**src/sv/mof_mul.sv**
```systemverilog
`default_nettype none
// shared 32x32 multiplier, product registered and held until next load
module mof_mul (
  input  wire         clk,
  input  wire         en,
  input  wire  [31:0] a,
  input  wire  [31:0] b,
  output logic [63:0] p_r
);

  always_ff @(posedge clk) begin
    if (en) begin
      p_r <= a * b;
    end
  end

endmodule
`default_nettype wire

```
**config.mk**
```make
export PLATFORM = sky130hd
export DESIGN_NAME = mof_mul
export DESIGN_NICKNAME = d
export VERILOG_FILES = /design/src/sv/mof_mul.sv
export SDC_FILE = /design/constraint.sdc
export NUM_CORES = 2
export LEC_CHECK = 0
export BUFFER_PORTS_ARGS = -buffer_cell sky130_fd_sc_hd__buf_4
export CORE_ASPECT_RATIO = 1.4
export CORE_MARGIN = 3
export CORE_UTILIZATION = 45
export CTS_CLUSTER_SIZE = 28
export DETAILED_ROUTE_END_ITERATION = 6
export SYNTH_ARGS = -nofsm -noshare
export SYNTH_HDL_FRONTEND = slang
export SYNTH_SLANG_ARGS = --single-unit
```
**constraint.sdc**
```tcl
create_clock -name clk -period 20.1 [get_ports clk]
set_clock_uncertainty 0.2 [all_clocks]
set_input_delay 1.005 -clock clk [delete_from_list [all_inputs] [get_ports clk]]
set_output_delay 1.005 -clock clk [all_outputs]
set_load 0.03 [all_outputs]
```
Word level (Yosys, flattened, before mapping). Index checks and enable logic that the tools add are counted.

Reductions and logical operators: 0. Bitwise gates (word level): 0. Magnitude comparators: 0. Eq/ne operators: 0. Shifts and indexed selects: 0. Mux-type cells: 0. $add $sub $neg: 0. Multipliers: 1. Divide/modulo/power cells: 0.

Operator list (number): 32-bit by 32-bit multiplier with 64-bit output (1).

Memories kept: 0. Word-level logic and storage cells: 2. Bits in registers: 64. Latch bits: 0. ROM bits: 0. Memory bits (writable): 0. Output and inout bits: 64. Input port bits: 66.

Longest topological paths before layout.
Depth in word-level cells: 1. Mapped depth: 29. Depth with buffers taken out: 27.

Worst setup path after synthesis. No wires, ideal clock.

Kind: input to register. Start: input a[25]. End: register p_r[62] (data pin). Stages on the path: 25. Setup time: 0.262 ns. Slack: 12.016 ns. Arrival: 7.622 ns. Data required time: 19.638 ns. Path buffers: 2. Cells stage by stage: clkbuf_1 > nand2_1 > fa_1 > inv_1 > fa_1 > inv_1 > fa_1 > inv_1 > fa_1 > fa_1 > fa_1 > fa_1 > inv_1 > fa_1 > inv_1 > ha_1 > buf_2 > nand4_1 > or4_1 > or3_1 > a31oi_1 > a31o_2 > a211oi_1 > o21ai_1 > xor2_1.

Longest elaborated chain between the ends: 1.

RTL lines: from (decl) (line 6) `input wire [31:0] a,`; 32-bit by 32-bit multiplier with 64-bit output (line 13) `p_r <= a * b;`; to (signal assigned) (line 13); to (decl) (line 8) `output logic [63:0] p_r`.

Every way passes these cells. A chain may end at the register's enable or synchronous reset.

Final worst setup path.
Start: input a[26]. End: register p_r[62] (data pin).

The elaborated chain is that of the path after synthesis.

==> metrics <==
CP Data Required Time=20.00 ns; CP Max Fanout=32; placer congestion estimate=between 0.9 and 1; Layout area overhead=4.92%; clock sink total=64; Net Count, Synth=4,973; hold_sp=en; setup_tns=0 ns; ys flop type=edfxtp_1; crit-path most repeated cell=fa_1; number of CTS-inserted buffers=9; Die Footprint=between 80,000 and 90,000 um2; highest clock rate=114 MHz; Synth Warn #=0; # IOs=130; vias per cell=5.27; crit path kind=primary input to flip-flop; largest registers=p_r (64); # Post-CTS Setup Buffers=0; H-tree levels=3; Final #Nets=just under 5,000; Biggest register=p_r; clk slew on worst S/H paths=0.06 ns; hold_buf cts=0; CP max stage cell=fa_1; TritonRoute pass-1 iters=5; largest cells by area after synthesis=fa_1 51%, and2_1 11%, ha_1 9.3%; RSZ-0062 raised after global routing=false; crit path launch type=primary input; Synth top area share=between 50% and 60%; Detail Route Antenna Nets=0; total gr overflow=0; Post-route DRC=0; register area share after synthesis=5.44%; post-synthesis register bit count=64; Avg Cell Area, Syn=9.42 um2; Syn Inst Count=3,748; HPWL after DPL=81,900 um; Clock Tree Root=clkbuf_16; hold endpoint=p_r[55]$_DFFE_PP_; vias in the first global route=28,000; hold path cells=1; Worst EP arrival=between 8 and 9 ns; fill count=7,498; Largest delay share family, worst path=adder cells; Worst slew margin=36.4%; HP Class=primary input to flip-flop; Worst Path Buf+Inv=7; global-route wire length before repair=159,000 um; total number of vias=about 25,000; die span in y=~340 um; row cnt=120; initial antenna violation count=1; share of post-route cells with drive strength above 1=4.41%; Mapped Area=35,300 um2; slowest stage delay, CP=0.55 ns; post-route minimum period=approximately 8.8 ns; Post-synth EDFFs=64; Final setup viols=0; Final Cycle Share=a little over two fifths; pin count of the biggest net entering global routing=65; chip width=between 200 and 250 um; Core Area=slightly below 80,000 um2; Max-cap violations=0; max FFs per register=64; measured slew at the worst slew-check pin=0.947 ns; CTS Buffer Depth=2; post_cts resized=0; Initial Util=45.8%; Hold WS=1.07 ns; dominant cell type by area after synthesis=fa_1; # diodes=0; DRT iter0 DRCs=~1,100; CTS tree=yes; All-Layer GR Usage=25.7%; crit path capture type=flip-flop; Hold Vio Cnt, Final=0; Slew Limit Fails=0; synth unique cells=57; Synth async-reset ratio=0%; Post-Route WL=101,000 um; drt wl/cell=21.4 um; status=finished clean; count of input and output buffers=about 130
-- cell families after synthesis --
kind of cell | after synthesis | synth area share [%]
fa+ha+maj | 1159 | 60.1
flops | 64 | 5.44
simple gates | 1177 | 17.3
buf+inv | 1085 | 11.6
compound gates | 202 | 4.08
mux | 1 | 0.0283
xor+xnor | 60 | 1.49
-- cell usage in the layout (no fill, tap or decap), types with 12 or more instances in the layout --
| cell type | count |
|---|---|
| a21oi_1 | 63 |
| and2_1 | 602 |
| xor2_1 | 25 |
| a31oi_1 | 12 |
| and3_1 | 14 |
| edfxtp_1 | 64 |
| xnor2_1 | 35 |
| o21ai_0 | 21 |
| inv_1 | 865 |
| nor2_1 | 20 |
| fa_1 | 896 |
| buf_4 | 129 |
| nand4_1 | 23 |
| a21o_1 | 40 |
| ha_1 | 263 |
| nand2_1 | 480 |
-- cell usage after synthesis (all sizes together), types with 3 or more instances --
library cell and number:
fa 896, inv 865, and2 602, nand2 480
ha 263, clkbuf 213, a21oi 66, edfxtp 64
a21o 40, xnor2 35, o21ai 26, xor2 25
nand4 23, nor2 20, and3 14, a31oi 12
o21bai 11, nand3 10, o21a 9, buf 7
nor3 7, o31ai 5, a221o 4, a221oi 4
a211oi 3, a21boi 3, and4 3, o221ai 3
or2 3, or3 3, or4 3
-- final cells by class --
class | instances | area, um2 | area share, %
multi-input combinational | 2599 | 29300 | 79.1
inverter | 865 | 3250 | 8.76
sequential | 64 | 1920 | 5.19
tap | 1037 | 1300 | 3.50
timing repair buffer | 129 | 968 | 2.61
clock buffer | 9 | 225 | 0.608
clock inverter | 7 | 80.1 | 0.216
-- stage by stage --
| stage | util (%) | cells | instance area [um2] | setup slack (ns) |
|---|---|---|---|---|
| after floorplan | - | 3748 | 35300 | 12.02 |
| after global placement | 47.6 | 4694 | 36700 | 11.06 |
| after detailed placement | 47.6 | 4694 | 36700 | 11.01 |
| after CTS | 48.0 | 4710 | 37100 | 11.39 |
| after global routing | 48.0 | 4710 | 37100 | 11.02 |
| final | 48.0 | 4710 | 37100 | 11.32 |
-- routing by layer --
layer | vias up | routed length, um | track usage (%)
li1 | 10700 | - | -
met1 | 13100 | 32900 | 26.1
met2 | 702 | 56800 | 50.4
met3 | 277 | 3090 | 1.94
met4 | 0 | 8020 | 16.5
met5 | - | 0 | 0
-- worst max path at each step --
stage / startpoint / end / slack, ns / depth (start not counted)
floorplan: a[25] / p_r[62]$_DFFE_PP_ / 12.02 / 25
global placement: a[24] / p_r[62]$_DFFE_PP_ / 11.06 / 25
detailed placement: a[24] / p_r[62]$_DFFE_PP_ / 11.01 / 25
CTS: a[24] / p_r[62]$_DFFE_PP_ / 11.39 / 25
global route: a[26] / p_r[62]$_DFFE_PP_ / 11.02 / 25
finish: a[26] / p_r[62]$_DFFE_PP_ / 11.32 / 25
Power is not shown: default switching activity piles up to over one toggle a cycle in this logic, so the estimate is an artifact.
