<file path="config.mk">
export PLATFORM = sky130hd
export DESIGN_NAME = mof_div
export DESIGN_NICKNAME = d
export VERILOG_FILES = /design/src/sv/mof_pkg.sv /design/src/sv/mof_div.sv
export SDC_FILE = /design/constraint.sdc
export NUM_CORES = 1
export LEC_CHECK = 0
export BUFFER_PORTS_ARGS = -buffer_cell sky130_fd_sc_hd__buf_2
export CAP_MARGIN = 40
export CORE_MARGIN = 2
export CORE_UTILIZATION = 53
export CTS_BUF_LIST = sky130_fd_sc_hd__clkbuf_4
export CTS_CLUSTER_SIZE = 30
export DETAILED_ROUTE_END_ITERATION = 16
export HOLD_SLACK_MARGIN = 0.1
export PLACE_DENSITY = 0.86
export SYNTH_ARGS = -nofsm -noshare
export SYNTH_HDL_FRONTEND = slang
export SYNTH_SLANG_ARGS = --single-unit
</file>
<file path="constraint.sdc">
create_clock -name clk -period 3.2 [get_ports clk]
set_clock_uncertainty 0.15 [all_clocks]
set_input_delay 0.64 -clock clk [delete_from_list [all_inputs] [get_ports clk]]
set_output_delay 0.64 -clock clk [all_outputs]
set_load 0.02 [all_outputs]
</file>
<file path="src/sv/mof_pkg.sv">
`default_nettype none
package mof_pkg;

  typedef struct packed {
    logic [11:0]        cell_index;
    logic [11:0]        neighbor_index;
    logic [11:0]        edge_cell;
    logic signed [31:0] elev_here;
    logic signed [31:0] elev_next;
    logic [30:0]        depth_here;
    logic [30:0]        depth_next;
    logic [30:0]        depth_edge;
    logic [30:0]        rough_here;
    logic [30:0]        rough_next;
    logic [30:0]        rough_edge;
  } in_req_t;

  typedef struct packed {
    logic signed [31:0] flow_amount;
    logic [30:0]        edge_outflow;
    logic [1:0]         step_status;
  } out_req_t;

  typedef struct packed {
    logic        start;
    logic [63:0] dividend;
    logic [30:0] divisor;
  } div_req_t;

  typedef struct packed {
    logic        done;
    logic [30:0] q;
  } div_rsp_t;

  typedef struct packed {
    logic        start;
    logic        mode;
    logic [63:0] x;
  } root_req_t;

  typedef struct packed {
    logic        done;
    logic [31:0] y;
  } root_rsp_t;

  localparam logic ROOT_SQRT = 1'b0;
  localparam logic ROOT_CBRT = 1'b1;

  localparam logic [2:0] REG_CELL_WIDTH   = 3'd0;
  localparam logic [2:0] REG_TIME_STEP    = 3'd1;
  localparam logic [2:0] REG_DEF_ROUGH    = 3'd2;
  localparam logic [2:0] REG_MIN_DEPTH    = 3'd3;
  localparam logic [2:0] REG_USE_CELL_RGH = 3'd4;
  localparam logic [2:0] REG_OUTFLOW_EN   = 3'd5;
  localparam logic [2:0] REG_OUTLET_SIDE  = 3'd6;
  localparam logic [2:0] REG_OUTLET_CELL  = 3'd7;

  localparam logic [1:0] ST_FLAT    = 2'd0;
  localparam logic [1:0] ST_SHALLOW = 2'd1;
  localparam logic [1:0] ST_ROUTED  = 2'd2;

  localparam logic [30:0] MAG_MAX = 31'h7FFF_FFFF;

  localparam logic [30:0] RST_CELL_WIDTH = 31'd1966080;
  localparam logic [30:0] RST_TIME_STEP  = 31'd65536;
  localparam logic [30:0] RST_DEF_ROUGH  = 31'd2294;
  localparam logic [30:0] RST_MIN_DEPTH  = 31'd66;

  function automatic logic [30:0] nz31(input logic [30:0] v);
    return (v == 31'd0) ? 31'd1 : v;
  endfunction

endpackage
`default_nettype wire

</file>
<file path="src/sv/mof_div.sv">
`default_nettype none
// restoring divider, one quotient bit per cycle, saturates at 2^31-1
module mof_div (
  input  wire                clk,
  input  wire                rst_n,
  input  mof_pkg::div_req_t  req,
  output mof_pkg::div_rsp_t  rsp
);

  logic        busy_r;
  logic        done_r;
  logic        sat_r;
  logic [4:0]  cnt_r;
  logic [30:0] rem_r;
  logic [30:0] low_r;
  logic [30:0] q_r;
  logic [30:0] d_r;
  logic [31:0] trial;
  logic        fits;

  assign trial = {rem_r, low_r[30]};
  assign fits  = trial >= {1'b0, d_r};

  always_ff @(posedge clk) begin
    if (!rst_n) begin
      busy_r <= 1'b0;
      done_r <= 1'b0;
    end else begin
      done_r <= 1'b0;
      if (req.start) begin
        busy_r <= 1'b1;
        cnt_r  <= 5'd30;
        d_r    <= req.divisor;
        sat_r  <= req.dividend >= {2'b00, req.divisor, 31'd0};
        rem_r  <= req.dividend[61:31];
        low_r  <= req.dividend[30:0];
      end else if (busy_r) begin
        rem_r <= fits ? 31'(trial - {1'b0, d_r}) : trial[30:0];
        low_r <= {low_r[29:0], 1'b0};
        q_r   <= {q_r[29:0], fits};
        if (cnt_r == 5'd0) begin
          busy_r <= 1'b0;
          done_r <= 1'b1;
        end else begin
          cnt_r <= cnt_r - 5'd1;
        end
      end
    end
  end

  assign rsp.done = done_r;
  assign rsp.q    = sat_r ? mof_pkg::MAG_MAX : q_r;

endmodule
`default_nettype wire

</file>
=== After elaboration in Yosys (flattened, before gate mapping) ===
Index checks and enable logic that the tools add are counted.

* Flip-flop bits (word level): 132
* Input bits: 98
* Output and inout port bits: 32
* Logic and storage cells: 35

* Add/subtract/negate cells: 2
* $lt $le $gt $ge: 2
* Equality and inequality tests: 1
* Multiplexer cells: 12
* Bitwise logic cells: 3
* Reductions and logical operators: 7

{| class="wikitable"
|+ Operators by type and width
! cell !! count
|-
| 2-to-1 mux 31 bit || 6
|-
| greater-or-equal comparator 64 x 62 -> 1 bit || 1
|-
| greater-or-equal comparator 32 x 31 -> 1 bit || 1
|-
| subtractor 31 bit || 1
|-
| 2-to-1 mux 5 bit || 2
|-
| AND reduction 3 bit || 2
|-
| logical NOT 5 bit || 1
|-
| subtractor 5 x 1 -> 5 bit, second input constant || 1
|-
| 2-to-1 mux 1 bit || 4
|-
| AND reduction 2 bit || 2
|-
| inverter 1 bit || 3
|-
| OR reduction 3 bit || 1
|-
| inequality test 2 bit, second input constant || 1
|-
| nonzero test 2 bit || 1
|}

=== Depth between registers and ports, before layout ===
Gate-level depths: netlist (run 1).

* Depth in word-level cells: 4
* Depth in mapped cells: 14
* Gate-level depth less buffers: 12

=== Least setup slack after synthesis (run 1) ===
Ideal clock, no wire load.

* Path kind: input port to flip-flop
* Start point: input req[95] (netlist name)
* End point: register cnt_r[0], enable pin
* Library setup time: 0.317 ns
* Arrival: 2.998 ns
* Data required time: 2.733 ns
* Slack: -0.265 ns
* Cell stages on the path: 4
* Path buffers: 2
* Cells stage by stage: clkbuf_1 -> clkbuf_1 -> o21a_1 -> o31a_1

* Word-level cells in the longest chain between the ends: 2
* Elaborated cells on any way between the ends: 3
* Those cells by class: eq/ne (1); reduce/logical (2)

{| class="wikitable"
|+ Ends and longest elaborated chain
! element !! RTL line !! RTL
|-
| start: declaration || mof_div.sv:6 || <nowiki>input mof_pkg::div_req_t req,</nowiki>
|-
| inequality test 2 bit (no line) or nonzero test 2 bit (tied branches) || -- ||
|-
| AND reduction 3 bit (no line) (*) || -- ||
|-
| end signal: assignment || mof_div.sv:45 || <nowiki>cnt_r <= cnt_r - 5'd1;</nowiki>
|-
| end: declaration || mof_div.sv:13 || <nowiki>logic [4:0] cnt_r;</nowiki>
|}

Mark *: on every way between the ends. The rest lies on a longest branch, timed or not.
A chain may end at the register's enable or synchronous reset.

=== Worst setup path in the final report (run 1) ===
* Start point: register d_r[0]
* End point: register rem_r[13] (data pin)

* Word-level cells in the longest chain between the ends: 4
* Elaborated cells on any way between the ends: 5
* Those cells by class: add/sub (1); order compare (1); mux (3)

{| class="wikitable"
|+ Ends and longest elaborated chain
! element !! RTL line !! RTL
|-
| start: declaration || mof_div.sv:17 || <nowiki>logic [30:0] d_r;</nowiki>
|-
| start signal: assignment || mof_div.sv:33 || <nowiki>d_r <= req.divisor;</nowiki>
|-
| subtractor 31 bit or greater-or-equal comparator 32 x 31 -> 1 bit (tied branches) || mof_div.sv:38, mof_div.sv:22 ||
|-
| 2-to-1 mux 31 bit (*) || mof_div.sv:38 || <nowiki>rem_r <= fits ? 31'(trial - {1'b0, d_r}) : trial[30:0];</nowiki>
|-
| 2-to-1 mux 31 bit (*) || mof_div.sv:37 || <nowiki>end else if (busy_r) begin</nowiki>
|-
| 2-to-1 mux 31 bit (*) || mof_div.sv:30 || <nowiki>if (req.start) begin</nowiki>
|-
| end signal: assignment || mof_div.sv:35 || <nowiki>rem_r <= req.dividend[61:31];</nowiki>
|-
| end signal: assignment || mof_div.sv:38 ||
|-
| end: declaration || mof_div.sv:14 || <nowiki>logic [30:0] rem_r;</nowiki>
|}

Mark *: on every way between the ends. The rest lies on a longest branch, timed or not. The select of a mux whose other input is x is not followed.

==> impl_metrics.env, run 1 <==
export IMPL_status="complete, but fails checks"
export IMPL_violations="setup timing"
export IMPL_cts_tree="done"
export IMPL_final_util_pct=67.62
export IMPL_synth_xor_area_share_pct=3.077
export IMPL_synth_compound_gate_area_share_pct=15.37
export IMPL_syn_inst=712
export IMPL_pwr_density_cell_nw_per_um2=462.0
export IMPL_die_x_um=126.6
export IMPL_arrival_ps=3420
export IMPL_grt_max_degree=47
export IMPL_grt_pass1_vias=5943
export IMPL_clockBufferDepth=2
export IMPL_stdcell_area_um2=9866
export IMPL_worstRegToRegCells=13
export IMPL_hold_viol=0
export IMPL_path_clk_slew_ps=130
export IMPL_synth_main_ff_cell="edfxtp_1"
export IMPL_worst_slack_ps=-54.98
export IMPL_cp_start_kind="flop"
export IMPL_leakagePower_nw=4.204
export IMPL_gp_congestion=0.8736
export IMPL_dieArea_um2=16040
export IMPL_dp_hpwl_mm=12.66
export IMPL_initial_core_util_pct=54.63
export IMPL_drv_slew=0
export IMPL_drtPass1Iterations=5
export IMPL_syn2layout_area_growth_pct=23.78
export IMPL_coreArea_um2=14590
export IMPL_syn_area_per_cell_um2=11.19
export IMPL_drtIter0Drc=421
export IMPL_ant_nets=0
export IMPL_hold_class="input port to flop"
export IMPL_slew_headroom_pct=51.79
export IMPL_synth_fa_ha_area_share_pct=10.14
export IMPL_final_common_cell="edfxtp_1"
export IMPL_required_ps=3360
export IMPL_numCtsBuffers=17
export IMPL_rows=44
export IMPL_cp_end_kind="flop"
export IMPL_grtUsageTotal_pct=22.14
export IMPL_pin_count=130
export IMPL_vdd_drop_max_v=0.0003338
export IMPL_clock_latency_ps=550
export IMPL_async_flop_share_pct=0
export IMPL_cts_sinks=132
export IMPL_antenna_found_initial=0
export IMPL_drive_gt1_share_pct=33.95
export IMPL_globalRouteOverflowTotal=0
export IMPL_fmax_ghz=0.3072
export IMPL_diodes=0
export IMPL_h_tree_depth=4
export IMPL_vias_per_cell=5.616
export IMPL_cts_root_buffer="clkbuf_4"
export IMPL_ys_types=65
export IMPL_min_period_over_period_pct=101.7
export IMPL_hold_depth=1
export IMPL_synth_top_family_by_area="compound AO/OA/AOI/OAI gates"
export IMPL_rsz0062_at_grt="yes"
export IMPL_synth_mux_area_share_pct=6.028
export IMPL_dieHeight_um=126.6
export IMPL_worst_pin_slew_ps=723.1
export IMPL_setup_viol=12
export IMPL_yosys_area_share_simple_pct=10.89
export IMPL_via_count=6211
export IMPL_nets=1071
export IMPL_placed_cell_area_um2=8961
export IMPL_seq_area_frac_synth_pct=49.48
export IMPL_wl_per_cell_um=16.66
export IMPL_yosysWarningCount=0
export IMPL_synth_area_um2=7970
export IMPL_ys_ff_latch=132
export IMPL_final_cell_mix="edfxtp_1 (130), buf_2 (129), inv_1 (72)"
export IMPL_drc=0
export IMPL_synth_nets=874
export IMPL_worst_setup_path_type="flop to flop"
export IMPL_finalCriticalPeriod_ps=3255
export IMPL_io_buffers=129
export IMPL_synth_edf_count=130
export IMPL_cap_violations=0
export IMPL_fin_setup_tns_ps=-446.3
export IMPL_grt_pass1_wl_mm=28.24
export IMPL_drt_wl_total_mm=18.43
export IMPL_fin_total_pwr_mw=4.558
export IMPL_path_max_fanout=8
-- area by class of cell --
| type | instances | area (um^2) |
|---|---|---|
| tap | 184 | 230.2 |
| sequential | 132 | 3944 |
| fill | 1069 | 4723 |
| timing repair buffer | 201 | 1374 |
| inverter | 74 | 277.8 |
| multi-input combinational | 483 | 3766 |
| clock inverter | 15 | 146.4 |
| clock buffer | 17 | 127.6 |
-- worst max-delay path, stage by stage, from the launching register on --
cell	delay, ps
edfxtp_1	450
ha_4	190
fa_2	400
nor2b_2	140
o31a_1	240
o32ai_4	110
o21a_2	260
o311ai_4	100
a41oi_4	240
buf_6	190
clkbuf_16	150
nand2_1	60
o21ai_0	70
mux2_2	270
-- flip-flops by register name, indices dropped and copies added (netlist names) --
signal	count
busy_r	1
cnt_r	5
d_r	31
done_r	1
low_r	31
q_r	31
rem_r	31
sat_r	1
-- cells by family after synthesis --
group | Yosys count
buffers and inverters | 97
adders and majority gates | 64
DFF | 132
AOI/OAI and AO/OA | 178
muxes | 43
and+or+nand+nor | 170
xor gates and xnor gates | 28
-- path summary, 6_finish.rpt --
check	endpoint	from	slack, ps
max	rem_r[13]	d_r[0]	-50
min	d_r[27]	req[27]	150
max reg2reg	rem_r[13]	d_r[0]	-50
min reg2reg	q_r[25]	q_r[24]	300
-- Yosys cell counts, types with 3 or more instances --
library cell | count | area share (%)
edfxtp_1 | 130 | 49
inv_1 | 73 | 3.4
ha_1 | 63 | 9.9
nand2_1 | 48 | 2.3
a21oi_1 | 44 | 2.8
mux2_2 | 40 | 5.7
o21ai_0 | 40 | 2.5
or2_2 | 31 | 2.4
nor2_1 | 29 | 1.4
o21a_1 | 19 | 1.8
a21o_1 | 17 | 1.6
xnor2_1 | 15 | 1.6
xor2_1 | 13 | 1.4
clkbuf_1 | 11 | 0.52
nand4_1 | 11 | 0.86
nor4_1 | 8 | 0.63
o211ai_1 | 8 | 0.75
and3_1 | 7 | 0.55
a31oi_1 | 6 | 0.47
and2_1 | 6 | 0.47
nand2b_1 | 6 | 0.47
nor2b_1 | 6 | 0.47
buf_4 | 5 | 0.47
nand3_1 | 5 | 0.31
nor3_1 | 5 | 0.31
a211oi_1 | 4 | 0.38
buf_1 | 4 | 0.19
o31a_1 | 4 | 0.44
a211o_1 | 3 | 0.33
a211oi_2 | 3 | 0.47
mux2i_1 | 3 | 0.38
o21bai_1 | 3 | 0.28
or3_1 | 3 | 0.24
-- per-layer routing --
layer	share of wire, %	GRT usage [%]
met1	44	28.86
met2	48	37.18
met3	6.1	5.314
met4	1.8	6.012
met5	0	0
-- metrics by stage --
step,cells,worst slack (ps),hold slack (ps)
6_report,1106,-54.98,149.4
5_1_grt,1106,-137.6,103.9
4_1_cts,1087,15.10,101.9
3_5_place_dp,1028,-211.5,274.8
3_3_place_gp,1028,-169.5,272.2
2_1_floorplan,712,129.0,267.4
-- where the power goes --
group / total [mW] / switching [mW] / internal, mW / leakage [nW]
Combinational: 1.35 / 0.707 / 0.644 / 2.83
Clock: 1.11 / 0.705 / 0.406 / 0.145
Sequential: 2.10 / 0.0537 / 2.04 / 1.23
Total: 4.56 / 1.47 / 3.09 / 4.20
-- timing repair --
action | in CTS | in global routing
buffers inserted | 0 | 15
setup endpoints to repair | 14 | 25
hold endpoints to repair | 27 | 0
pin swaps | 2 | 14
hold buffers | 27 | 0
cloned | 0 | 4
resized for setup | 3 | 50
No activity file was read; power rests on OpenSTA's default activity.
==> run 2: changes to the inputs <==
--- a/config.mk
+++ b/config.mk
@@ -8,12 +8,12 @@
 export BUFFER_PORTS_ARGS = -buffer_cell sky130_fd_sc_hd__buf_2
 export CAP_MARGIN = 40
 export CORE_MARGIN = 2
-export CORE_UTILIZATION = 53
+export CORE_UTILIZATION = 45
 export CTS_BUF_LIST = sky130_fd_sc_hd__clkbuf_4
 export CTS_CLUSTER_SIZE = 30
 export DETAILED_ROUTE_END_ITERATION = 16
 export HOLD_SLACK_MARGIN = 0.1
-export PLACE_DENSITY = 0.86
+export PLACE_DENSITY = 0.73
 export SYNTH_ARGS = -nofsm -noshare
 export SYNTH_HDL_FRONTEND = slang
 export SYNTH_SLANG_ARGS = --single-unit
==> constraint.sdc (replaced) <==
create_clock -name clk -period 3.03 [get_ports clk]
set_clock_uncertainty 0.15 [all_clocks]
set_input_delay 0.606 -clock clk [delete_from_list [all_inputs] [get_ports clk]]
set_output_delay 0.606 -clock clk [all_outputs]
set_load 0.02 [all_outputs]
==> impl_metrics.env, run 2 (same netlist as run 1, synthesis figures left out) <==
export IMPL_status="complete, but fails checks"
export IMPL_violations="setup timing"
export IMPL_die_x_um=137.1
export IMPL_grt_max_degree=60
export IMPL_place_inst=1102
export IMPL_fillers=1381
export IMPL_gp_congestion=0.9390
export IMPL_required_ps=3200
export IMPL_cp_start_kind="flop"
export IMPL_fin_total_pwr_mw=5.307
export IMPL_dp_hpwl_mm=13.47
export IMPL_path_clk_slew_ps=130
export IMPL_drc=0
export IMPL_hold_class="input port to flop"
export IMPL_io_buffers=129
export IMPL_clock_latency_ps=570
export IMPL_crit_chain="ha_4 > fa_2 > nor2b_4 > o31a_1 > o32ai_4 > o21a_2 > o311ai_4 > a41oi_4 > buf_6 > clkbuf_16 > nand2_1 > o21ai_2 > mux2_4"
export IMPL_coreArea_um2=17300
export IMPL_place_ws_ps=-374.8
export IMPL_slew_headroom_pct=53.26
export IMPL_worst_pin_slew_ps=701.1
export IMPL_pwr_density_cell_nw_per_um2=505.2
export IMPL_worst_slack_ps=-196.2
export IMPL_setup_viol=31
export IMPL_final_common_cell="edfxtp_1"
export IMPL_rsz0062_at_grt="yes"
export IMPL_drt_wl_total_mm=20.16
export IMPL_worst_setup_path_type="flop to flop"
export IMPL_initial_core_util_pct=46.08
export IMPL_antenna_found_initial=0
export IMPL_drtIter0Drc=478
export IMPL_dieHeight_um=137.1
export IMPL_grt_pass1_vias=6191
export IMPL_dieArea_um2=18790
export IMPL_ant_nets=0
export IMPL_drtPass1Iterations=4
export IMPL_numCtsBuffers=17
export IMPL_leakagePower_nw=4.502
export IMPL_final_cell_mix="edfxtp_1 (130), buf_2 (129), inv_1 (72)"
export IMPL_clockBufferDepth=2
export IMPL_timing_hold_ws_ps=161.3
export IMPL_finalCriticalPeriod_ps=3226
export IMPL_wl_per_cell_um=17.04
export IMPL_rows=48
export IMPL_slowest_stage="edfxtp_1"
export IMPL_pin_count=130
export IMPL_vias_per_cell=5.366
export IMPL_cap_violations=0
export IMPL_fin_setup_tns_ps=-3354
export IMPL_cts_root_buffer="clkbuf_4"
export IMPL_grt_pass1_wl_mm=30.84
export IMPL_arrival_ps=3400
export IMPL_cts_tree="done"
export IMPL_vdd_drop_max_v=0.0002807
export IMPL_fmax_ghz=0.3100
export IMPL_cp_end_kind="flop"
export IMPL_drive_gt1_share_pct=37.93
export IMPL_crit_path_max_incr_delay_ps=450
export IMPL_h_tree_depth=4
export IMPL_syn2layout_area_growth_pct=31.82
export IMPL_nets=1107
export IMPL_min_period_over_period_pct=106.5
export IMPL_hold_viol=0
export IMPL_drv_slew=0
export IMPL_cts_sinks=132
export IMPL_final_cells=1183
export IMPL_globalRouteOverflowTotal=0
export IMPL_path_max_fanout=10
export IMPL_via_count=6348
export IMPL_grtUsageTotal_pct=21.48
run 2: cell count changes in the layout (fill, tap and decap cells not counted), sizes merged:
cell         delta
diode           +1
clkbuf          +3
clkinvlp        -2
bufinv          +4
clkinv          -1
inv             -2
buf            +31
dlygate4sd3     +2
run 2: per-layer routing:
layer	share of wire, %	track usage [%]	vias up
met5	0	0	-
met4	2.3	7.503	0
met3	5.8	5.704	47
met2	48	35.52	199
met1	43	27.19	3014
li1	-	-	3088
run 2: power by group:
part	internal [mW]	switching [mW]
clock network	0.748	0.704
registers	2.16	0.0577
logic	0.808	0.832
run 2: what timing repair did:
item | CTS | global route
pin swaps | 10 | 16
endpoints found under the hold margin | 29 | 0
cloned | 1 | 6
buffers inserted | 7 | 8
resized for setup | 37 | 49
hold buffers | 29 | 0
endpoints found under the setup margin | 32 | 33
run 2: cell type report:
cell class	count	area [um^2]	share of cell area (%)
repair buffers	237	1720	16.37
flip-flops and latches	132	3944	37.54
multi-input cells	483	3925	37.36
clock buffers	17	127.6	1.215
clock inverters	14	225.2	2.144
well taps	225	281.5	2.680
diodes	1	2.502	0.02382
inverters	74	280.3	2.668
run 2: worst max-delay path, delay by kind of cell, from the launching register on:
family,cells,cell delay (ps)
multiplexers,1,250
adder cells (fa/ha/maj),2,570
AND/OR/NAND/NOR,2,250
flip-flops,1,450
AO/OA/AOI/OAI,6,950
buffers and inverters,2,350
run 2: final timing paths:
path	end	from	cells after the start	slack, ps
max reg2reg	rem_r[2]	d_r[0]	13	-200
min reg2reg	q_r[13]	q_r[12]	0	300
max	rem_r[2]	d_r[0]	13	-200
min	d_r[3]	req[3]	2	160
run 2: metrics by stage:
step	util, %	cell area, um^2
global placement	53.61	9273
CTS	58.67	10150
global route	60.73	10500
detailed placement	53.61	9273
finish	60.74	10510
floorplan	-	7974
